`src/ikin_pkg.sv`:
```
// ----------------------------------------------------------------------------
// ikin_pkg: shared types and constants of the two-link IK solver
// Payload structs, cell data structs, status codes and the CORDIC angle table.
// ----------------------------------------------------------------------------
package ikin_pkg;

  localparam int FRAC_BITS        = 12;
  localparam int CORDIC_STEPS_DEF = 14;
  localparam int MAX_STEPS        = 24;
  localparam int CW               = 34;  // CORDIC x/y width
  localparam int ZW               = 18;  // CORDIC angle width
  localparam int QBITS            = 13;  // quotient bits of c2 magnitude
  localparam int DEN_W            = 31;
  localparam int REM_W            = 44;
  localparam int SQ_W             = 25;
  localparam int ROOT_W           = 13;
  localparam int ANG_SHIFT        = 30 - FRAC_BITS;

  localparam int SHOULDER_MIN = -25736;
  localparam int SHOULDER_MAX = 12868;
  localparam int ELBOW_MAX    = 12868;

  localparam logic [1:0] ST_OK    = 2'd0;
  localparam logic [1:0] ST_REACH = 2'd1;
  localparam logic [1:0] ST_COS   = 2'd2;

  // Configuration register indexes.
  localparam logic [1:0] REG_INNER = 2'd0;
  localparam logic [1:0] REG_OUTER = 2'd1;

  localparam longint ATAN_Q30 [MAX_STEPS] = '{
    843314857, 497837829, 263043837, 133525159, 67021687, 33543516,
    16775851, 8388437, 4194283, 2097149, 1048576, 524288,
    262144, 131072, 65536, 32768, 16384, 8192,
    4096, 2048, 1024, 512, 256, 128
  };

  localparam longint HALF_PI_Q30 = 64'sd1686629713;

  localparam logic signed [ZW-1:0] HALF_PI =
    ZW'((HALF_PI_Q30 + (64'sd1 <<< (ANG_SHIFT - 1))) >>> ANG_SHIFT);

  typedef struct packed {
    logic signed [15:0] target_x;
    logic signed [15:0] target_y;
  } in_t;

  typedef struct packed {
    logic signed [15:0] shoulder_angle;
    logic [13:0]        elbow_angle;
    logic [1:0]         solve_status;
  } out_t;

  typedef struct packed {
    logic [REM_W-1:0] rem;
    logic [DEN_W-1:0] den;
    logic [QBITS-1:0] q;
  } div_t;

  typedef struct packed {
    logic [SQ_W-1:0]   rem;
    logic [ROOT_W-1:0] root;
  } sqrt_t;

  typedef struct packed {
    logic signed [CW-1:0] x;
    logic signed [CW-1:0] y;
    logic signed [ZW-1:0] z;
  } cord_t;

  // Table entry brought to FRAC_BITS, rounded half up.
  function automatic logic signed [ZW-1:0] atan_step(input int i);
    longint v;
    v = (ATAN_Q30[i] + (64'sd1 <<< (ANG_SHIFT - 1))) >>> ANG_SHIFT;
    return ZW'(v);
  endfunction

endpackage

```
`src/ikin_cordic_cell.sv`:
```
// ----------------------------------------------------------------------------
// ikin_cordic_cell: one vectoring CORDIC micro-rotation
// Rotate toward the x axis by atan(2^-I) and accumulate the angle.
// ----------------------------------------------------------------------------
module ikin_cordic_cell #(
  parameter int I = 0
) (
  input  logic            clk,
  input  logic            en,
  input  ikin_pkg::cord_t din,
  output ikin_pkg::cord_t dout
);

  localparam logic signed [ikin_pkg::ZW-1:0] STEP = ikin_pkg::atan_step(I);

  logic signed [ikin_pkg::CW-1:0] dx;
  logic signed [ikin_pkg::CW-1:0] dy;
  ikin_pkg::cord_t                nxt;

  always_comb begin
    dx = din.x >>> I;
    dy = din.y >>> I;
    if (din.y > 0) begin
      nxt.x = din.x + dy;
      nxt.y = din.y - dx;
      nxt.z = din.z + STEP;
    end else begin
      nxt.x = din.x - dy;
      nxt.y = din.y + dx;
      nxt.z = din.z - STEP;
    end
  end

  always_ff @(posedge clk) begin
    if (en) begin
      dout <= nxt;
    end
  end

endmodule

```
`config.mk`:
```
export PLATFORM = sky130hd
export DESIGN_NAME = ikin_cordic_cell
export DESIGN_NICKNAME = d
export VERILOG_FILES = /design/src/ikin_pkg.sv /design/src/ikin_cordic_cell.sv
export SDC_FILE = /design/constraint.sdc
export NUM_CORES = 1
export LEC_CHECK = 0
export ABC_AREA = 1
export BUFFER_PORTS_ARGS = -buffer_cell sky130_fd_sc_hd__buf_4
export CORE_ASPECT_RATIO = 0.6
export CORE_UTILIZATION = 60
export CTS_CLUSTER_SIZE = 8
export DETAILED_ROUTE_END_ITERATION = 6
export PLACE_DENSITY = 0.84
export SLEW_MARGIN = 40
export SYNTH_ARGS = -nofsm -noshare
export SYNTH_HDL_FRONTEND = slang
export SYNTH_SLANG_ARGS = --single-unit
export TNS_END_PERCENT = 1
```
`constraint.sdc`:
```
create_clock -name clk -period 7.67 [get_ports clk]
set_input_delay 0.767 -clock clk [delete_from_list [all_inputs] [get_ports clk]]
set_output_delay 0.767 -clock clk [all_outputs]
set_load 0.01 [all_outputs]
```
# After elaboration in Yosys (flattened, before gate mapping)

Cells that the tools add are included.

Register bits after elaboration: 86
Input bits: 88
Output and inout bits: 86

$add $sub $neg: 5
Magnitude comparators: 1
Mux-type cells: 1

Operators by type and width:

| cell                     | count |
|---|---|
| $mux W86                 | 1 |
| $sub A34 B34 Y34         | 2 |
| $add A34 B34 Y34         | 1 |
| $gt A34 B1 Y1 const B    | 1 |
| $add A18 B13 Y18 const B | 1 |
| $sub A18 B13 Y18 const B | 1 |

# Longest topological paths before layout

Depth in word-level cells: 2
Gate-level depth with buffers: 18
Depth with buffers taken out: 16

# Least setup slack after synthesis

Ideal clock, no wire load.

Path type: input-to-reg
Start: input port din[19] in the netlist's numbering
End: register dout[10] in the netlist's numbering (data pin)
Arrival time: 2959 ps
Required time: 7408 ps
Path slack: 4449 ps
Cell stages on the path: 14
Cells stage by stage: inv_1 nand4_1 nor3_1 nand4_1 nand2_2 inv_2 buf_2 buf_2 fa_1 o21ai_1 a21boi_0 o21ai_1 a21oi_1 xor2_1

RTL lines:

| what                 | RTL line               | text |
|---|---|---|
| from (decl)          | ikin_cordic_cell.sv:10 | `input ikin_pkg::cord_t din,` |
| to (signal assigned) | ikin_cordic_cell.sv:36 | `dout <= nxt;` |
| to (decl)            | ikin_cordic_cell.sv:11 | `output ikin_pkg::cord_t dout` |

==> run_results.csv <==
group,metric,value,unit
outcome,status,"completed",
setup_path,critPathRequiredTime,7.77,ns
power,p_leak,6.45,nW
synth,ys_types,38,
floorplanning,die_area,18600,um2
floorplanning,coreArea,17400,um2
synth,yosysTopAreaCellShare,23.5,%
timing,finalHoldViolations,0,
placement,finalWeightedCongestion,1.05,
timing,fmax,0.261,GHz
floorplanning,start_util,62.3,%
detailed_routing,drtIter0Drc,2290,
synth,synthTopCellsByArea,"edfxtp_1, nand2_1, ha_1",
detailed_routing,first_pass_iters,6,
cells_and_area,final_util,71.7,%
synth,ys_warn_count,0,
synth,synth_edf_count,85,
timing,tightestPinTransition,0.878,ns
timing,fin_crit,3.83,ns
clock_network,cts_tree,"built",
placement,placed_cells,2060,
cells_and_area,instances_no_fill,2076,
global_route,antenna_found_initial,0,
setup_path,slowest_delay,0.54,ns
detailed_routing,antenna_left,0,
cells_and_area,area_growth,15.1,%
placement,hpwl,33.4,mm
setup_path,criticalPathCategory,"in -> reg",
global_route,grt_pass1_wl,60.0,mm
synth,post-synth-top-area-cell,"edfxtp_1",
cells_and_area,largest_reg_flops,85,
detailed_routing,drt_wl_total,40.3,mm
synth,ys_seq_elements,85,
cells_and_area,largestRegisters,"dout: 85 flops",
floorplanning,ioPinCount,174,
clock_network,path_clk_slew,0.06,ns
clock_network,ctsHoldBuffers,0,
cells_and_area,num_antenna_cells,0,
detailed_routing,via_per_inst,6.01,
clock_network,cts_buffers,9,
clock_network,cts_setup_buffers,0,
timing,finalSetupViolations,0,
setup_path,endpoint_kind,"flop",
clock_network,cts_resized,0,
clock_network,cts.path.max_buffers,2,
job,drv_cap,0,
cells_and_area,fillers,1486,
cells_and_area,top_register,"dout",
synth,synthFlopType,"edfxtp_1",
cells_and_area,layout.nets,2044,
global_route,groute.usage.overall,43.0,%
timing,post-route-period-util,49.9,%
cells_and_area,drive_above_1_share,11.8,%
synth,synth_cells,1694,
power,power.density,163,nW/um2
timing,totalNegativeSetupSlack,0,ns
floorplanning,die_y,106,um
setup_path,slowest_stage,"buf_6",
floorplanning,die_w,176,um
synth,syn_avg_cell_area,6.40,um2
setup_path,cp_cell_sequence,"buf_4, nor2_1, nand4_1, nor3_1, nand4_1, nand2_2, buf_6, ha_1, a21oi_1, o21ai_1, a21boi_0, o21ai_1, a21oi_1, xor2_1",
clock_network,clock-root-buffer,"clkbuf_16",
timing,rsz0062_at_grt,"false",
timing,holdWs,0.781,ns
placement,numPortBuffers,173,
clock_network,cts_max_level,3,
detailed_routing,vias,12500,
detailed_routing,wire_per_inst,19.4,um
setup_path,critPathMaxFanout,81,
synth,synth_commonest_cells,"nand2_1, inv_1, nand3_1",
synth,yosysSeqAreaShare,23.5,%
floorplanning,rows,37,
global_route,grt_pass1_vias,11100,
setup_path,start_kind,"input port",
clock_network,cts.sinks,85,
synth,synth.cell_area,10800,um2
global_route,grt_max_degree,82,
synth,synth.most_common_cell,"nand2_1",
global_route,overflow,0,
detailed_routing,drcViolationCount,0,
synth,synthArstFlopShare,0,%
setup_path,cp.arrival,3.93,ns
worst_hold_path,hold_class,"in -> reg",
power,peakVddDrop,0.104,mV
timing,report.final.slew_viol_count,0,
timing,relSlewSlack,41.5,%
synth,syn-num-nets,1901,
placed cells by master (no fill, tap or decap), types with 23 or more instances in the layout:
master	count
nand4_1	23
xor2_1	43
buf_4	175
inv_1	250
edfxtp_1	85
nand2_1	496
nand3_1	157
ha_1	115
a21oi_1	127
o21ai_0	90
nor2_1	150
layout make-up:
type | count | area (um2) | area share, %
inverters | 255 | 957 | 7.67
repair buffers | 176 | 1330 | 10.6
flip-flops and latches | 85 | 2550 | 20.5
well taps | 234 | 293 | 2.35
multi-input cells | 1310 | 7050 | 56.5
clock inverters | 6 | 70.1 | 0.562
clock buffers | 10 | 229 | 1.84
per-stage QoR:
| step | worst slack, ns | cell area (um2) | total power [mW] |
|---|---|---|---|
| floorplan | 4.45 | 10800 | 1.17 |
| global placement | 3.68 | 12200 | 1.49 |
| detailed placement | 3.46 | 12200 | 1.52 |
| CTS | 3.82 | 12500 | 1.97 |
| global route | 3.77 | 12500 | 2.11 |
| finish | 3.84 | 12500 | 2.03 |
per-layer routing:
metal	global-route usage, %	routed length [um]	share of wire (%)
met3	17.1	8230	20
met5	3.06	72	0.18
met4	10.8	960	2.4
met1	65.0	16800	42
met2	54.6	14200	35
power breakdown:
part	switching, mW	internal, mW	total [mW]
clock	0.211	0.255	0.466
sequential	0.0228	0.603	0.626
combinational	0.620	0.316	0.936
total	0.853	1.17	2.03
critical path, delay by kind of cell:
kind / cells / cell delay (ns)
and+or+nand+nor: 5 / 0.98
buffers and inverters: 2 / 0.67
AOI/OAI and AO/OA: 5 / 1.00
adders and majority gates: 1 / 0.42
xor gates and xnor gates: 1 / 0.08
cell families (layout without fill, tap and decap cells):
logic type               Yosys count  in the layout  synth area share (%)
AO/OA/AOI/OAI                    269            269                  13.3
XOR/XNOR                          48             48                  3.88
adder cells (fa/ha/maj)          119            119                  14.0
buffers and inverters            299            447                  11.4
flip-flops                        85             85                  23.5
AND/OR/NAND/NOR                  874            874                  33.8
worst paths after layout:
kind  startpoint  slack, ns  cells past startpoint        to
max      din[20]       3.84                     14  dout[10]
min       din[0]       0.78                      2   dout[0]
No activity file was read; power rests on OpenSTA's default activity.
