## src/ikin_pkg.sv

```systemverilog
// ----------------------------------------------------------------------------
// ikin_pkg: shared types and constants of the two-link IK solver
// Payload structs, cell data structs, status codes and the CORDIC angle table.
// ----------------------------------------------------------------------------
package ikin_pkg;

  localparam int FRAC_BITS        = 12;
  localparam int CORDIC_STEPS_DEF = 14;
  localparam int MAX_STEPS        = 24;
  localparam int CW               = 34;  // CORDIC x/y width
  localparam int ZW               = 18;  // CORDIC angle width
  localparam int QBITS            = 13;  // quotient bits of c2 magnitude
  localparam int DEN_W            = 31;
  localparam int REM_W            = 44;
  localparam int SQ_W             = 25;
  localparam int ROOT_W           = 13;
  localparam int ANG_SHIFT        = 30 - FRAC_BITS;

  localparam int SHOULDER_MIN = -25736;
  localparam int SHOULDER_MAX = 12868;
  localparam int ELBOW_MAX    = 12868;

  localparam logic [1:0] ST_OK    = 2'd0;
  localparam logic [1:0] ST_REACH = 2'd1;
  localparam logic [1:0] ST_COS   = 2'd2;

  // Configuration register indexes.
  localparam logic [1:0] REG_INNER = 2'd0;
  localparam logic [1:0] REG_OUTER = 2'd1;

  localparam longint ATAN_Q30 [MAX_STEPS] = '{
    843314857, 497837829, 263043837, 133525159, 67021687, 33543516,
    16775851, 8388437, 4194283, 2097149, 1048576, 524288,
    262144, 131072, 65536, 32768, 16384, 8192,
    4096, 2048, 1024, 512, 256, 128
  };

  localparam longint HALF_PI_Q30 = 64'sd1686629713;

  localparam logic signed [ZW-1:0] HALF_PI =
    ZW'((HALF_PI_Q30 + (64'sd1 <<< (ANG_SHIFT - 1))) >>> ANG_SHIFT);

  typedef struct packed {
    logic signed [15:0] target_x;
    logic signed [15:0] target_y;
  } in_t;

  typedef struct packed {
    logic signed [15:0] shoulder_angle;
    logic [13:0]        elbow_angle;
    logic [1:0]         solve_status;
  } out_t;

  typedef struct packed {
    logic [REM_W-1:0] rem;
    logic [DEN_W-1:0] den;
    logic [QBITS-1:0] q;
  } div_t;

  typedef struct packed {
    logic [SQ_W-1:0]   rem;
    logic [ROOT_W-1:0] root;
  } sqrt_t;

  typedef struct packed {
    logic signed [CW-1:0] x;
    logic signed [CW-1:0] y;
    logic signed [ZW-1:0] z;
  } cord_t;

  // Table entry brought to FRAC_BITS, rounded half up.
  function automatic logic signed [ZW-1:0] atan_step(input int i);
    longint v;
    v = (ATAN_Q30[i] + (64'sd1 <<< (ANG_SHIFT - 1))) >>> ANG_SHIFT;
    return ZW'(v);
  endfunction

endpackage

```

## src/ikin_sqrt_cell.sv

```systemverilog
// ----------------------------------------------------------------------------
// ikin_sqrt_cell: one digit cell of the integer square root
// Try root bit K against the running remainder and hand both on.
// ----------------------------------------------------------------------------
module ikin_sqrt_cell #(
  parameter int K = 0
) (
  input  logic            clk,
  input  logic            en,
  input  ikin_pkg::sqrt_t din,
  output ikin_pkg::sqrt_t dout
);

  localparam int TW = ikin_pkg::SQ_W + 2;

  logic [TW-1:0]   trial;
  ikin_pkg::sqrt_t nxt;

  always_comb begin
    trial = (TW'(din.root) << (K + 1)) | (TW'(1) << (2 * K));
    nxt   = din;
    if (TW'(din.rem) >= trial) begin
      nxt.rem     = din.rem - ikin_pkg::SQ_W'(trial);
      nxt.root[K] = 1'b1;
    end
  end

  always_ff @(posedge clk) begin
    if (en) begin
      dout <= nxt;
    end
  end

endmodule

```

## config.mk

```make
export PLATFORM = sky130hd
export DESIGN_NAME = ikin_sqrt_cell
export DESIGN_NICKNAME = d
export VERILOG_FILES = /design/src/ikin_pkg.sv /design/src/ikin_sqrt_cell.sv
export SDC_FILE = /design/constraint.sdc
export NUM_CORES = 1
export LEC_CHECK = 0
export BUFFER_PORTS_ARGS = -buffer_cell sky130_fd_sc_hd__buf_2
export CAP_MARGIN = 5
export CORE_MARGIN = 2
export CORE_UTILIZATION = 40
export DETAILED_ROUTE_END_ITERATION = 12
export HOLD_SLACK_MARGIN = 0.1
export PLACE_DENSITY = 0.78
export SLEW_MARGIN = 20
export SYNTH_ARGS = -nofsm -noshare
export SYNTH_HDL_FRONTEND = slang
export SYNTH_SLANG_ARGS = --single-unit
```

## constraint.sdc

```tcl
create_clock -name clk -period 3.8 [get_ports clk]
set_input_delay 0.19 -clock clk [delete_from_list [all_inputs] [get_ports clk]]
set_output_delay 0.19 -clock clk [all_outputs]
set_load 0.1 [all_outputs]
```

* Word level (Yosys, flattened, before mapping)
Index checks and enable logic that the tools add are counted.
** Operators by class
- Mux-type cells :: 1
- Magnitude comparators :: 1
- $add $sub $neg :: 1
** Operator list (count)
- $ge 25x14->1 :: 1
- $mux 25 :: 1
- $sub 25x14->25 :: 1
** Storage, ports and cells
- Register bits after elaboration :: 38
- Input bits :: 40
- Word-level logic and storage cells :: 6
- Output and inout port bits :: 38

* Logic depth before layout (Yosys ltp)
Gate-level depths: netlist of the first run.
- Word-level depth :: 2
- Depth in mapped cells :: 10
- Mapped depth without buffers :: 9

* Least setup slack after synthesis of the first run
Ideal clock, no wire load.
- Path kind :: input port to flip-flop
- Start point :: input din[12] (netlist name)
- End point :: register dout[24] (netlist name) (data pin)
- Library setup time :: 0.258 ns
- Setup slack :: 1.448 ns
- Arrival time :: 2.094 ns
- Data required time :: 3.542 ns
- Stages :: 9
- Buffers on the path :: 2
- Cell sequence :: inv_1 > ha_1 > or4_1 > buf_2 > nor4_2 > o211ai_1 > or2_4 > buf_6 > o221a_1
** RTL lines
- from (decl) :: line ikin_sqrt_cell.sv:10 : input ikin_pkg::sqrt_t din,
- to (signal assigned) :: line ikin_sqrt_cell.sv:30 : dout <= nxt;
- to (decl) :: line ikin_sqrt_cell.sv:11 : output ikin_pkg::sqrt_t dout

==> out/metrics.cfg, run 1 <==
[min_path]
hold_class=primary input to flip-flop

[yosys]
synth_area_mm2=0.002371
synthXorXnorAreaFrac_pct=7.388
synth_nets=279
syn_inst=224
synth.mux.area_fraction_pct=0
synth_most_common_cell=edfxtp_1
yosys.area_share.adder_pct=8.232
post-synth-top-area-cell=edfxtp_1
synth_top_family_by_area=compound AO/OA/AOI/OAI gates
synth_seq_area_share_pct=48.13
yosysTopAreaCellShare_pct=48.13
synth_edf_count=38
synth_cell_type_count=49
synth_ff_type=edfxtp_1
yosys_register_bits=38
synthSimpleGateAreaFrac_pct=15.51
async_reset_ff_share_pct=0
synth_compound_area_share_pct=15.94
synth_area_leaders=edfxtp_1 48%, ha_1 7.4%, xnor2_1 4.4%
synthTopCellsByCount=38 x edfxtp_1, 19 x a21oi_1, 18 x inv_1, 17 x nand2_1, 14 x ha_1
synth_warnings=0
syn_area_per_cell_um2=10.58

[worst_setup_path]
critPathKind=primary input to flip-flop
worst_setup_path_start_kind=primary input
crit_fanout=13
crit_required_ns=3.82
worstPathArrival_ns=3.15
cp-end-kind=flip-flop

[floorplanning]
design.portCount=78
rows=28
start_util_pct=40.77
die_w_um=80.99
coreArea_mm2=0.005816
die_area_mm2=0.006559
die_y_um=80.99

[timing]
setup_viol=0
fmax_ghz=0.3200
hold_viol=0
fin_crit_ns=3.125
fin_ws_ns=0.6748
period_share_pct=82.24
slew_headroom_pct=44.14
fin_setup_tns_ns=0
finalMaxSlewViolations=0
whs_ns=0.2032
tightest_slew_ns=0.8378
rsz0062_at_grt=no

[global_route]
antenna_found_initial=0
grt_max_degree=39
grtUsageTotal_pct=17.83
grt_pass1_wl_um=9032
grt_pass1_vias=2011
grt-ovfl-total=0

[pwr]
finalPower_mw=1.518
p_per_area_mw_per_mm2=495.5
ir_worst_vdd_v=0.0002309
power_leakage_nw=1.302

[finish]
stdcell_area_mm2=0.003064
final_core_util_pct=52.69
drive_gt1_share_pct=29.84
nets=369
largest_reg_flops=38
area_growth_pct=29.23
top_register=dout
n_antenna_cell=0
fin_cells=390
largest_registers=dout (38)

[placed_design]
dp_cells=370
gp_congestion=0.9010
preCtsSetupSlack_ns=0.9187
dpl_cell_area_mm2=0.002811
io_buffer_count=77
hpwl_um=4196

[clock_network]
htree_levels=2
clockRootBuffer=clkbuf_8
clockBufferDepth=2
numCtsBuffers=5
cts_setup_buffers=0
cts_tree=yes
clock-sinks=38
path_clk_slew_ns=0.08

[route]
drc=0
wl_per_cell_um=14.42
via_per_inst=5.244
drtIter0Drc=112
dr_total_vias=2045
ant_nets=0
first_pass_iters=4
drt-total-wl_um=5623

[status]
status=finished, final reports clean

[job]
maxCapViolCount=0

timing repair:
item                                   CTS  global route
endpoints found under the hold margin   12             0
hold buffers                            12             0
resized for setup                        0             0
final timing paths:
| kind | cells after the start | startpoint | to |
|---|---|---|---|
| worst min-delay path | 2 | din[33] | dout[33]$_DFFE_PP_ |
| worst max-delay path | 11 | din[12] | dout[28]$_DFFE_PP_ |
routing by layer:
layer	track usage, %	wire length (um)	vias to the layer above
li1	-	-	1020
met1	22.55	2464	943
met2	29.67	2713	72
met3	4.222	347	10
met4	6.610	97	0
met5	0	0	-
cell families (layout without fill, tap and decap cells):
logic type               after synthesis  after routing
flip-flops                            38             38
buffers and inverters                 25            116
AND/OR/NAND/NOR                       69             69
adder cells (fa/ha/maj)               15             15
XOR/XNOR                              20             20
AO/OA/AOI/OAI                         57             57
cells in the final DEF (no fill, tap or decap), drive strengths merged, types with 5 or more instances in the layout:
cell type / count
buf: 78
ha: 14
nand2: 17
clkbuf: 5
xor2: 8
nor2: 12
nand4: 6
xnor2: 12
dlygate4sd3: 12
o21ai: 11
inv: 18
edfxtp: 38
a21oi: 19
nor3: 9
worst max-delay path, cell delays in order:
cell and delay, ns:
dlygate4sd3_1 0.52, buf_2 0.11, inv_1 0.04, ha_1 0.22, or4_1 0.70, nor4_2 0.30
o211ai_1 0.16, nor2_2 0.44, buf_4 0.24, nor4_1 0.06, xor2_1 0.16
cell type report:
type | count | area, um^2
flip-flops and latches | 38 | 1141
well taps | 75 | 93.84
multi-input cells | 161 | 1116
clock buffers | 5 | 68.82
fillers | 550 | 2751
repair buffers | 90 | 513.0
inverters | 18 | 67.56
clock inverters | 3 | 63.81
where the power goes:
part / switching, mW / total [mW] / internal (mW)
Clock: 0.144 / 0.404 / 0.260
Combinational: 0.462 / 0.585 / 0.124
Sequential: 0.0106 / 0.529 / 0.518
Total: 0.617 / 1.52 / 0.901
(Power assumes the default switching activity.)
==> run 2: changes to the inputs <==
--- a/config.mk
+++ b/config.mk
@@ -11,7 +11,7 @@
 export CORE_UTILIZATION = 40
 export DETAILED_ROUTE_END_ITERATION = 12
 export HOLD_SLACK_MARGIN = 0.1
-export PLACE_DENSITY = 0.78
+export PLACE_DENSITY = 0.8
 export SLEW_MARGIN = 20
 export SYNTH_ARGS = -nofsm -noshare
 export SYNTH_HDL_FRONTEND = slang
==> constraint.sdc (replaced) <==
create_clock -name clk -period 2.8 [get_ports clk]
set_input_delay 0.14 -clock clk [delete_from_list [all_inputs] [get_ports clk]]
set_output_delay 0.14 -clock clk [all_outputs]
set_load 0.1 [all_outputs]
==> out/metrics.cfg, run 2 (same netlist as run 1, synthesis figures left out) <==
[finish]
fillCellCount=537  ; -2.4%
drive_gt1_share_pct=33.13  ; +3.3 points
stdcell_area_mm2=0.003097  ; +1.1%
largest_registers=dout (38)
top_register=dout
ff_latch_area_mm2=0.001141  ; unchanged
largest_reg_flops=38  ; unchanged
area_growth_pct=30.61
nets=374  ; +1.4%
final_common_cell=buf_2
fin_cells=395  ; +1.3%
final_cell_mix=77 x buf_2, 38 x edfxtp_1, 18 x inv_1, 18 x a21oi_1, 17 x nand2_1
multi_input_area_mm2=0.001162  ; +4.1%
n_antenna_cell=0  ; unchanged

[clock_network]
htree_levels=2  ; unchanged
clock-sinks=38  ; unchanged
numCtsBuffers=5  ; unchanged
path_clk_slew_ns=0.07  ; about the same
clockRootBuffer=clkbuf_8
cts_tree=yes
clockBufferDepth=2  ; unchanged

[timing]
tightest_slew_ns=0.8408  ; +0.003011 ns
fin_setup_tns_ns=0  ; unchanged
rsz0062_at_grt=no
finalMaxSlewViolations=0  ; unchanged
period_share_pct=95.02
fmax_ghz=0.3758
hold_viol=0  ; unchanged
setup_viol=0  ; unchanged
slew_headroom_pct=43.94  ; -0.20 points
fin_crit_ns=2.661

[route]
drt-total-wl_um=5549  ; -1.3%
dr_total_vias=2076  ; +1.5%
via_per_inst=5.256  ; +0.23%
first_pass_iters=4  ; unchanged
drc=0  ; unchanged
wl_per_cell_um=14.05  ; -2.6%
ant_nets=0  ; unchanged
drtIter0Drc=171  ; +53%

[global_route]
grt_pass1_wl_um=8811  ; -2.4%
grt_max_degree=39  ; unchanged
grt-ovfl-total=0  ; unchanged
grtUsageTotal_pct=17.36  ; -0.47 points
antenna_found_initial=0  ; unchanged
grt_pass1_vias=1849  ; -8.1%

[floorplanning]
die_y_um=80.99  ; unchanged
rows=28  ; unchanged
coreArea_mm2=0.005816  ; unchanged
design.portCount=78  ; unchanged
start_util_pct=40.77  ; unchanged
die_area_mm2=0.006559  ; unchanged
die_w_um=80.99  ; unchanged

[pwr]
power_leakage_nw=1.308  ; +0.48%
switching_share_pct=44.04  ; +3.4 points
cell_internal_pwr_mw=1.048  ; +16%
p_per_area_mw_per_mm2=604.9  ; +22%
combinationalPowerShare_pct=42.8  ; +4.2 points
pwr-share-clk_pct=18.9  ; -7.7 points
ir_worst_vdd_v=0.0003103  ; +34%
p_switching_uw=825.0  ; +34%
p_seq_share_pct=38.3  ; +3.5 points

[worst_setup_path]
worst_setup_path_start_kind=primary input
worstPathArrival_ns=2.70  ; -0.45 ns
cp-end-kind=flip-flop
crit_required_ns=2.84  ; -0.98 ns
critPathKind=primary input to flip-flop
crit_fanout=7  ; -6

[placed_design]
dp_cells=374  ; +1.1%
gp_congestion=0.8988  ; -0.24%
dpl_cell_area_mm2=0.002841  ; +1.1%
hpwl_um=4146  ; -1.2%
io_buffer_count=77  ; unchanged

[job]
maxCapViolCount=0  ; unchanged

[min_path]
hold_class=primary input to flip-flop

[status]
status=finished, final reports clean

==> run 2: cell count changes in the layout (fill, tap and decap cells not counted), sizes merged <==
cell    change
clkbuf      +1
bufinv      -2
clkinv      +1
buf         +5
==> run 2: worst paths after layout <==
path | end | slack (ns) | cells after the start | start
worst min-delay path | dout[21]$_DFFE_PP_ | 0.15 | 3 | din[21]
worst max-delay path | dout[24]$_DFFE_PP_ | 0.14 | 11 | din[3]
==> run 2: power groups by stage <==
stage	Clock [mW]	Combinational (mW)	Sequential (mW)
after floorplan	0	0.184	1.18
after global placement	0	0.774	0.729
after detailed placement	0	0.780	0.729
after CTS	0.364	0.796	0.717
after global routing	0.394	0.847	0.722
final	0.354	0.802	0.717
==> run 2: final cells by class <==
type	instances	share of cell area [%]
multi-input combinational	161	37.54
inverter	18	2.182
tap	75	3.030
clock inverter	2	0.2828
clock buffer	6	2.343
timing repair buffer	95	17.78
sequential	38	36.85
==> run 2: stage by stage <==
stage | power, mW | utilization (%) | hold WS (ns) | setup slack [ns]
floorplan | 1.364 | - | 0.2389 | 0.4983
global placement | 1.502 | 48.86 | 0.3318 | 0.2520
detailed placement | 1.509 | 48.86 | 0.3330 | 0.2262
CTS | 1.877 | 52.32 | 0.1435 | 0.009970
global route | 1.962 | 53.25 | 0.1527 | 0.005872
finish | 1.873 | 53.25 | 0.1501 | 0.1393
==> run 2: per-layer routing <==
metal | GRT usage (%) | vias to the layer above | wire length [um]
li1 | - | 1031 | -
met4 | 3.559 | 0 | 55
met2 | 27.93 | 71 | 2651
met3 | 4.111 | 7 | 424
met5 | 0 | - | 0
met1 | 24.01 | 967 | 2418
==> run 2: timing repair <==
action,4_1_cts,5_1_grt
gates resized for setup,0,11
endpoints found under the setup margin,0,13
setup buffers,0,1
hold buffers,12,0
endpoints found under the hold margin,12,0
==> run 2: critical path, stage by stage <==
cell and delay (ns):
dlygate4sd3_1 0.53, buf_2 0.11, inv_1 0.05, ha_1 0.37
nand2_1 0.13, a31o_2 0.24, a211oi_2 0.33, nor2_4 0.11
buf_4 0.18, a2111o_1 0.38, o221a_1 0.12
