<file path="src/ikin_pkg.sv">
// ----------------------------------------------------------------------------
// ikin_pkg: shared types and constants of the two-link IK solver
// Payload structs, cell data structs, status codes and the CORDIC angle table.
// ----------------------------------------------------------------------------
package ikin_pkg;

  localparam int FRAC_BITS        = 12;
  localparam int CORDIC_STEPS_DEF = 14;
  localparam int MAX_STEPS        = 24;
  localparam int CW               = 34;  // CORDIC x/y width
  localparam int ZW               = 18;  // CORDIC angle width
  localparam int QBITS            = 13;  // quotient bits of c2 magnitude
  localparam int DEN_W            = 31;
  localparam int REM_W            = 44;
  localparam int SQ_W             = 25;
  localparam int ROOT_W           = 13;
  localparam int ANG_SHIFT        = 30 - FRAC_BITS;

  localparam int SHOULDER_MIN = -25736;
  localparam int SHOULDER_MAX = 12868;
  localparam int ELBOW_MAX    = 12868;

  localparam logic [1:0] ST_OK    = 2'd0;
  localparam logic [1:0] ST_REACH = 2'd1;
  localparam logic [1:0] ST_COS   = 2'd2;

  // Configuration register indexes.
  localparam logic [1:0] REG_INNER = 2'd0;
  localparam logic [1:0] REG_OUTER = 2'd1;

  localparam longint ATAN_Q30 [MAX_STEPS] = '{
    843314857, 497837829, 263043837, 133525159, 67021687, 33543516,
    16775851, 8388437, 4194283, 2097149, 1048576, 524288,
    262144, 131072, 65536, 32768, 16384, 8192,
    4096, 2048, 1024, 512, 256, 128
  };

  localparam longint HALF_PI_Q30 = 64'sd1686629713;

  localparam logic signed [ZW-1:0] HALF_PI =
    ZW'((HALF_PI_Q30 + (64'sd1 <<< (ANG_SHIFT - 1))) >>> ANG_SHIFT);

  typedef struct packed {
    logic signed [15:0] target_x;
    logic signed [15:0] target_y;
  } in_t;

  typedef struct packed {
    logic signed [15:0] shoulder_angle;
    logic [13:0]        elbow_angle;
    logic [1:0]         solve_status;
  } out_t;

  typedef struct packed {
    logic [REM_W-1:0] rem;
    logic [DEN_W-1:0] den;
    logic [QBITS-1:0] q;
  } div_t;

  typedef struct packed {
    logic [SQ_W-1:0]   rem;
    logic [ROOT_W-1:0] root;
  } sqrt_t;

  typedef struct packed {
    logic signed [CW-1:0] x;
    logic signed [CW-1:0] y;
    logic signed [ZW-1:0] z;
  } cord_t;

  // Table entry brought to FRAC_BITS, rounded half up.
  function automatic logic signed [ZW-1:0] atan_step(input int i);
    longint v;
    v = (ATAN_Q30[i] + (64'sd1 <<< (ANG_SHIFT - 1))) >>> ANG_SHIFT;
    return ZW'(v);
  endfunction

endpackage

</file>
<file path="src/ikin_div_cell.sv">
// ----------------------------------------------------------------------------
// ikin_div_cell: one restoring-division cell
// Resolve quotient bit K of the c2 magnitude and hand the remainder on.
// ----------------------------------------------------------------------------
module ikin_div_cell #(
  parameter int K = 0
) (
  input  logic             clk,
  input  logic             en,
  input  ikin_pkg::div_t   din,
  output ikin_pkg::div_t   dout
);

  logic [ikin_pkg::REM_W-1:0] dk;
  ikin_pkg::div_t             nxt;

  always_comb begin
    dk  = ikin_pkg::REM_W'(din.den) << K;
    nxt = din;
    if (din.rem >= dk) begin
      nxt.rem  = din.rem - dk;
      nxt.q[K] = 1'b1;
    end
  end

  always_ff @(posedge clk) begin
    if (en) begin
      dout <= nxt;
    end
  end

endmodule

</file>
<file path="config.mk">
export PLATFORM = sky130hd
export DESIGN_NAME = ikin_div_cell
export DESIGN_NICKNAME = d
export VERILOG_FILES = /design/src/ikin_pkg.sv /design/src/ikin_div_cell.sv
export SDC_FILE = /design/constraint.sdc
export NUM_CORES = 1
export LEC_CHECK = 0
export ABC_AREA = 1
export ABC_CLOCK_PERIOD_IN_PS = 2100
export BUFFER_PORTS_ARGS = -buffer_cell sky130_fd_sc_hd__buf_2
export CORE_ASPECT_RATIO = 0.6
export CORE_UTILIZATION = 48
export CTS_CLUSTER_SIZE = 28
export DETAILED_ROUTE_END_ITERATION = 6
export PLACE_DENSITY = 0.83
export SLEW_MARGIN = 20
export SYNTH_ARGS = -nofsm -noshare
export SYNTH_HDL_FRONTEND = slang
export SYNTH_SLANG_ARGS = --single-unit
</file>
<file path="constraint.sdc">
create_clock -name clk -period 2.1 [get_ports clk]
set_input_delay 0.105 -clock clk [delete_from_list [all_inputs] [get_ports clk]]
set_output_delay 0.105 -clock clk [all_outputs]
set_load 0.01 [all_outputs]
</file>
# Word-level counts from Yosys, hierarchy flattened
# Cells that the tools add are included.
[totals]
inputBits = 90
wordCells = 7
ff_bits = 88
output_inout_bits = 88
[classes]
addsub = 1
n_mux = 1
magnitude_cmp = 1
[op_table]
columns = ["operator", "count"]
rows = [
  ["44-bit by 31-bit greater-or-equal comparator with 1-bit output", 1],
  ["44-bit two-way mux", 1],
  ["44-bit by 31-bit subtractor with 44-bit output", 1],
]

# Logic depth before layout (Yosys ltp)
# Gate-level depths: netlist of the first run.
[depth]
word_depth = 2
depth_mapped = 16
depth_no_buf = 16

# Worst setup path before layout of the first run
# No wires, ideal clock.
[synth_timing]
path_type = "input port to flip-flop"
start = "input din[44] (netlist name)"
end = "register dout[45] (netlist name), data pin"
arrival_ns = 1.691
t_required_ns = 1.839
cell_stages = 14
setup_slack_ns = 0.148
setup_time_ns = 0.261
n_path_buf = 1
cell_sequence = "inv_1 -> ha_1 -> fa_1 -> inv_1 -> nand3_1 -> nand3_1 -> nand3_1 -> nand3_2 -> nand2_1 -> nand2_2 -> nand2_1 -> nand2_4 -> buf_6 -> o21ai_0"
[synth_lines]
columns = ["item", "line_no", "text"]
rows = [
  ["start, declared", "ikin_div_cell.sv:10", "input ikin_pkg::div_t din,"],
  ["end signal, assigned", "ikin_div_cell.sv:28", "dout <= nxt;"],
  ["end, declared", "ikin_div_cell.sv:11", "output ikin_pkg::div_t dout"],
]

==> metrics.md, run 1 <==
| Metric | Value |
|---|---|
| Status | `finished, final reports clean` |
| DP Area | `7960 µm²` |
| Leakage | `4.80 nW` |
| Detailed Route WL | `approximately 20000 µm` |
| Cell Pwr Density | `640 nW/µm²` |
| RSZ-0062 raised after global routing | `false` |
| Row count | `32` |
| Vias in the first global route | `approximately 6.2k` |
| Top Ports | `roughly 180` |
| Pre-Repair DR Iteration Count | `6` |
| Final min period | `1990 ps` |
| Hold path start | `din[56]` |
| Initial DRC Count | `about 680` |
| Diodes inserted | `0` |
| Final #Nets | `about 1.3k` |
| Final worst slack | `between 100 and 150 ps` |
| Total Power | `approximately 5.6 mW` |
| Hold crit path type | `in -> reg` |
| Root buf cell | `clkbuf_16` |
| GRT Resource Usage Total | `0.302` |
| Fillers | `between 1k and 1.5k` |
| Worst EP arrival | `~2200 ps` |
| Initial Utilization | `0.495` |
| Remaining global-route overflow | `0` |
| Layout cells sized above 1 | `0.241` |
| Yosys warnings | `0` |
| Syn Std Cell Area | `approximately 6400 µm²` |
| Synth cell types | `32` |
| Hold Path End | `dout[56]` |
| H-tree depth | `3` |
| Area growth from synthesis to layout | `36.5%` |
| Max reg flops | `88` |
| Max-cap violations | `0` |
| Yosys reg bits | `88` |
| Num CTS Buffers | `9` |
| Synth Net Count | `1017` |
| Syn avg cell area | `just over 7 µm²` |
| Number of buffers added on ports | `177` |
| Global-route wire length before repair | `~31000 µm` |
| Worst Hold Depth | `3` |
| Critical path type | `in -> reg` |
| DP Worst Slack | `-251 ps` |
| Core Region | `12900 µm²` |
| Max-slew headroom | `0.686` |
| Cells after Synth | `~900` |
| Fin. Hold Viols | `0` |
| Clk buf depth | `2` |
| Routed len/inst | `about 15 µm` |
| Largest Register | `dout` |
| Final RePlAce weighted congestion | `0.925` |
| Largest registers | `dout x88` |
| CTS tree | `yes` |
| Startpoint types | `input port` |
| Die Width | `~150 µm` |
| Largest net degree at the start of global routing | `a little under 90` |
| Initial antenna violation count | `0` |
| # Post-CTS Setup Buffers | `0` |
| Worst slew pin tran | `between 400 and 500 ps` |
| Die Y-Extent | `around 90 µm` |
| Part of the cycle the worst path needs | `0.950` |
| FMAX | `501 MHz` |
| Final ANT Viol Nets | `0` |
| Slew Viols, Final | `0` |
| Post-route design area | `a little under 9000 µm²` |
| DPL Wire Length | `roughly 16000 µm` |
| Clock Sinks | `between 80 and 90` |
| CP Max Fanout | `4` |
| Vias per cell | `roughly 5` |
| Max rail drop VDD | `approximately 0.35 mV` |
| Full die area | `13800 µm²` |
| DRC | `0` |
| Seq/Total Area, Yosys | `0.414` |
| Critical Path RT | `about 2300 ps` |
| Clock transition at the registers of the reported paths | `60 ps` |
| CP Capture Type | `flip-flop` |
| Vias | `between 6k and 7k` |
| Final setup vio count | `0` |
==> where the power goes <==
group	leakage (nW)	total [mW]	internal, mW	switching [mW]
Combinational	3.78	1.60	0.656	0.949
Sequential	0.862	2.22	2.17	0.0530
Clock	0.156	1.75	1.05	0.701
Total	4.80	5.57	3.87	1.70
==> cell usage in the layout, fill, tap and decap left out, types with 2 or more instances in the layout <==
master	n
a21oi_1	29
xor2_1	21
ha_1	31
edfxtp_1	88
nor2_2	7
nand3b_1	5
nor4_1	2
nor3_1	3
nand2_2	9
inv_2	2
inv_1	193
dlygate4sd3_1	42
inv_6	2
buf_12	4
bufinv_16	2
nand3_1	45
clkbuf_16	9
nand4_1	9
nor2_1	55
nor2_4	2
buf_4	64
nand2_1	366
nand3_2	2
buf_2	176
o21ai_0	7
==> worst max-delay path by stage <==
stage,to,slack (ps),start
final,dout[84],110,din[13]
after global routing,dout[84],20,din[44]
after CTS,dout[84],100,din[13]
after detailed placement,dout[84],-250,din[13]
after global placement,dout[84],-150,din[13]
after floorplan,dout[45],150,din[44]
==> critical path, stage by stage <==
cell	delay, ps
buf_2	110
ha_1	230
fa_1	400
inv_1	90
nand3_1	80
nand3_2	110
nand2_1	60
nand2_1	170
nand2_1	120
nand2_2	130
nand2_1	130
nand3_1	100
nand2_1	50
a21oi_1	150
buf_4	160
==> cells by family after synthesis <==
group | synth area share
fa+ha+maj | 0.0639
buf+inv | 0.126
xor+xnor | 0.0302
compound gates | 0.0353
flops | 0.414
simple gates | 0.330
==> repair_timing <==
item | CTS | global route
setup endpoints to repair | 0 | 2
hold endpoints to repair | 42 | 0
gates resized for setup | 0 | 2
hold buffers | 42 | 0
==> stage by stage <==
stage	cells	TNS, ps	util	hold slack, ps
after CTS	1359	0	0.675	37.3
after floorplan	895	0	-	204
after global routing	1359	0	0.675	45.0
final	1359	0	0.675	43.8
after global placement	1302	-1730	0.618	282
after detailed placement	1302	-5510	0.618	285
==> routing by layer <==
layer,track usage,vias to the layer above,routed length [µm],share of wire
li1,-,3327,-,-
met1,0.488,2944,10200,0.50
met2,0.424,346,8050,0.39
met3,0.0508,9,2150,0.11
met4,0.0358,0,75,0.0037
met5,0,-,0,0
==> synth_stat cells <==
library cell / n / area share
a21boi_0: 1 / 0.0012
a21oi_1: 29 / 0.023
a21oi_2: 1 / 0.0014
a21oi_4: 1 / 0.0026
and3_1: 1 / 0.00098
buf_4: 2 / 0.0024
buf_6: 5 / 0.0088
edfxtp_1: 88 / 0.41
fa_1: 1 / 0.0031
ha_1: 31 / 0.061
inv_1: 193 / 0.11
inv_2: 2 / 0.0012
nand2_1: 367 / 0.22
nand2_2: 8 / 0.0078
nand2_4: 1 / 0.0018
nand3_1: 46 / 0.036
nand3_2: 1 / 0.0016
nand3b_1: 5 / 0.0059
nand4_1: 9 / 0.0088
nand4_2: 1 / 0.0020
nor2_1: 55 / 0.032
nor2_2: 7 / 0.0069
nor2_4: 2 / 0.0035
nor3_1: 3 / 0.0024
nor3_2: 1 / 0.0016
nor4_1: 2 / 0.0020
o21a_1: 1 / 0.0012
o21ai_0: 7 / 0.0055
o21ai_1: 1 / 0.00078
or2_1: 1 / 0.00098
xnor2_1: 1 / 0.0014
xor2_1: 21 / 0.029
==> layout make-up <==
| type | count | area (µm²) | area share |
|---|---|---|---|
| multi-input combinational | 605 | 2940 | 0.338 |
| timing repair buffer | 286 | 1860 | 0.214 |
| clock inverter | 6 | 91.3 | 0.0105 |
| clock buffer | 9 | 225 | 0.0259 |
| tap | 170 | 213 | 0.0244 |
| sequential | 88 | 2640 | 0.303 |
| inverter | 195 | 732 | 0.0841 |
Power figures use the tool's default switching activity.
==> run 2: changes to the inputs <==
Settings changed: CORE_UTILIZATION 48 to 50, CTS_BUF_LIST set to sky130_fd_sc_hd__clkbuf_4 sky130_fd_sc_hd__clkbuf_8, PLACE_DENSITY 0.83 to 0.86.
==> run 2 against run 1 <==
Against the previous run:
- final area fell by 1.9%
- worst setup slack improved by 72 ps
- clock-buffer cell count rose by 1
- hold slack got worse by 29 ps
- sequential share of layout area rose by 0.60 points
- non-clock buffer count fell by 9
- largest cell class unchanged
==> metrics.md, run 2 (same netlist as run 1, synthesis figures left out) <==
| Metric | Value |
|---|---|
| Hold crit path type | `in -> reg (unchanged)` |
| Final min period | `1920 ps (was 1990 ps)` |
| Number of buffers added on ports | `177 (unchanged)` |
| Layout cells sized above 1 | `0.230 (was 0.241)` |
| Total Power | `5.07 mW (was 5.57 mW)` |
| PostCTS Resize Cnt | `0 (unchanged)` |
| CTS Hold Bufs | `46 (was 42)` |
| DP Area | `7870 µm² (was 7960 µm²)` |
| Worst Hold Depth | `3 (unchanged)` |
| Core Region | `12300 µm² (was 12900 µm²)` |
| FMAX | `520 MHz (was 501 MHz)` |
| H-tree depth | `3 (unchanged)` |
| Clock Sinks | `88 (unchanged)` |
| DRC | `0 (unchanged)` |
| Part of the cycle the worst path needs | `0.916 (was 0.950)` |
| Status | `finished, final reports clean (unchanged)` |
| Diodes inserted | `0 (unchanged)` |
| Startpoint types | `input port (unchanged)` |
| Reg area | `2640 µm² (unchanged)` |
| Largest Register | `dout (unchanged)` |
| Pre-Repair DR Iteration Count | `5 (was 6)` |
| Cell Pwr Density | `593 nW/µm² (was 640 nW/µm²)` |
| Row count | `31 (was 32)` |
| Die Width | `148 µm (was 151 µm)` |
| Largest net degree at the start of global routing | `89 (unchanged)` |
| Max-slew headroom | `0.644 (was 0.686)` |
| Initial antenna violation count | `0 (unchanged)` |
| Top Ports | `178 (unchanged)` |
| Vias | `6665 (was 6626)` |
| Max rail drop VDD | `0.385 mV (was 0.349 mV)` |
| Final setup vio count | `0 (unchanged)` |
| Max-cap violations | `0 (unchanged)` |
| Area of the multi-input gates | `2930 µm² (was 2940 µm²)` |
| Num CTS Buffers | `9 (unchanged)` |
| Critical Path RT | `2240 ps (was 2310 ps)` |
| Die Y-Extent | `89.5 µm (was 91.3 µm)` |
| Critical path type | `in -> reg (unchanged)` |
| Initial Utilization | `0.521 (was 0.495)` |
| RSZ-0062 raised after global routing | `false (unchanged)` |
| Final worst slack | `177 ps (was 106 ps)` |
| Fillers | `1046 (was 1166)` |
| Routed len/inst | `14.9 µm (was 15.1 µm)` |
| Leakage | `4.70 nW (was 4.80 nW)` |
| CP Capture Type | `flip-flop (unchanged)` |
| DP Worst Slack | `-141 ps (was -251 ps)` |
| Final ANT Viol Nets | `0 (unchanged)` |
| Area growth from synthesis to layout | `33.8% (was 36.5%)` |
| Hold path start | `din[58] (was din[56])` |
| Worst EP arrival | `2060 ps (was 2210 ps)` |
| Detailed Route WL | `20000 µm (was 20500 µm)` |
| Vias in the first global route | `5871 (was 6189)` |
| Largest registers | `dout x88 (unchanged)` |
| Final #Nets | `1298 (was 1307)` |
| Global-route wire length before repair | `30000 µm (was 31300 µm)` |
| Worst slew pin tran | `534 ps (was 471 ps)` |
| Max reg flops | `88 (unchanged)` |
| Final RePlAce weighted congestion | `0.953 (was 0.925)` |
| Remaining global-route overflow | `0 (unchanged)` |
| Commonest non-fill, non-tap cells in the layout | `367 x nand2_1, 193 x inv_1, 176 x buf_2, 88 x edfxtp_1, 55 x nor2_1 (was 366 x nand2_1, 193 x inv_1, 176 x buf_2, 88 x edfxtp_1, 64 x buf_4)` |
| Hold Path End | `dout[58] (was dout[56])` |
| Slew Viols, Final | `0 (unchanged)` |
| Vias per cell | `4.95 (was 4.88)` |
| DPL Wire Length | `15800 µm (was 16100 µm)` |
| Fin. Hold Viols | `0 (unchanged)` |
| # Post-CTS Setup Buffers | `0 (unchanged)` |
| Root buf cell | `clkbuf_8 (was clkbuf_16)` |
| Full die area | `13200 µm² (was 13800 µm²)` |
| GRT Resource Usage Total | `0.303 (was 0.302)` |
| CP Max Fanout | `4 (unchanged)` |
| CTS tree | `yes (unchanged)` |
| Initial DRC Count | `672 (was 683)` |
| Clk buf depth | `2 (unchanged)` |
| Post-route design area | `8540 µm² (was 8710 µm²)` |
| Commonest non-fill, non-tap cell in the layout | `nand2_1 (unchanged)` |
| Clock transition at the registers of the reported paths | `100 ps (was 60 ps)` |
[run 2: changes by cell type in the layout (fill, tap and decap cells not counted), moves of 2 or more]
cell,previous run,this run
buf_4,64,50
clkbuf_16,9,0
clkbuf_8,0,9
dlygate4sd3_1,42,46
clkinvlp_4,0,2
inv_6,2,0
inv_8,0,2
[run 2: area by class of cell]
cell class / count / area share
tap: 165 / 0.0242
timing repair buffer: 277 / 0.213
clock inverter: 6 / 0.00894
clock buffer: 10 / 0.0154
inverter: 195 / 0.0857
multi-input combinational: 605 / 0.344
sequential: 88 / 0.309
[run 2: worst max-delay path by stage]
stage | from | end | slack, ps | depth (start not counted)
finish | din[13] | dout[76] | 180 | 15
global route | din[13] | dout[76] | 120 | 15
CTS | din[13] | dout[76] | 260 | 15
detailed placement | din[13] | dout[76] | -140 | 15
global placement | din[13] | dout[76] | -110 | 15
floorplan | din[44] | dout[45] | 150 | 14
[run 2: worst max-delay path: stages]
cell	delay (ps)
buf_2	110
ha_1	230
fa_1	410
inv_1	90
nand3_1	70
nand3_1	140
nand2_1	70
nand2_1	90
nand2_1	80
nand2_1	160
nand2_1	200
nand3b_1	130
nand2_1	70
nand2_1	50
inv_1	40
[run 2: metrics by stage]
step	std cells	setup TNS, ps	hold slack [ps]	util
after floorplan	895	0	204	-
after global placement	1284	-365	282	0.642
after detailed placement	1284	-2650	283	0.642
after CTS	1346	0	3.75	0.697
after global routing	1346	0	11.3	0.697
final	1346	0	14.8	0.697
[run 2: power by group]
part	switching [mW]	internal (mW)	total, mW	leakage (nW)
registers	0.0461	2.17	2.21	0.862
logic	0.954	0.651	1.61	3.74
clock network	0.666	0.582	1.25	0.100
[run 2: layer usage]
| metal | wire, µm | vias to the layer above | global-route usage |
|---|---|---|---|
| li1 | - | 3304 | - |
| met1 | 9660 | 2980 | 0.446 |
| met2 | 7880 | 362 | 0.449 |
| met3 | 2280 | 19 | 0.0811 |
| met4 | 159 | 0 | 0.0553 |
| met5 | 0 | - | 0 |
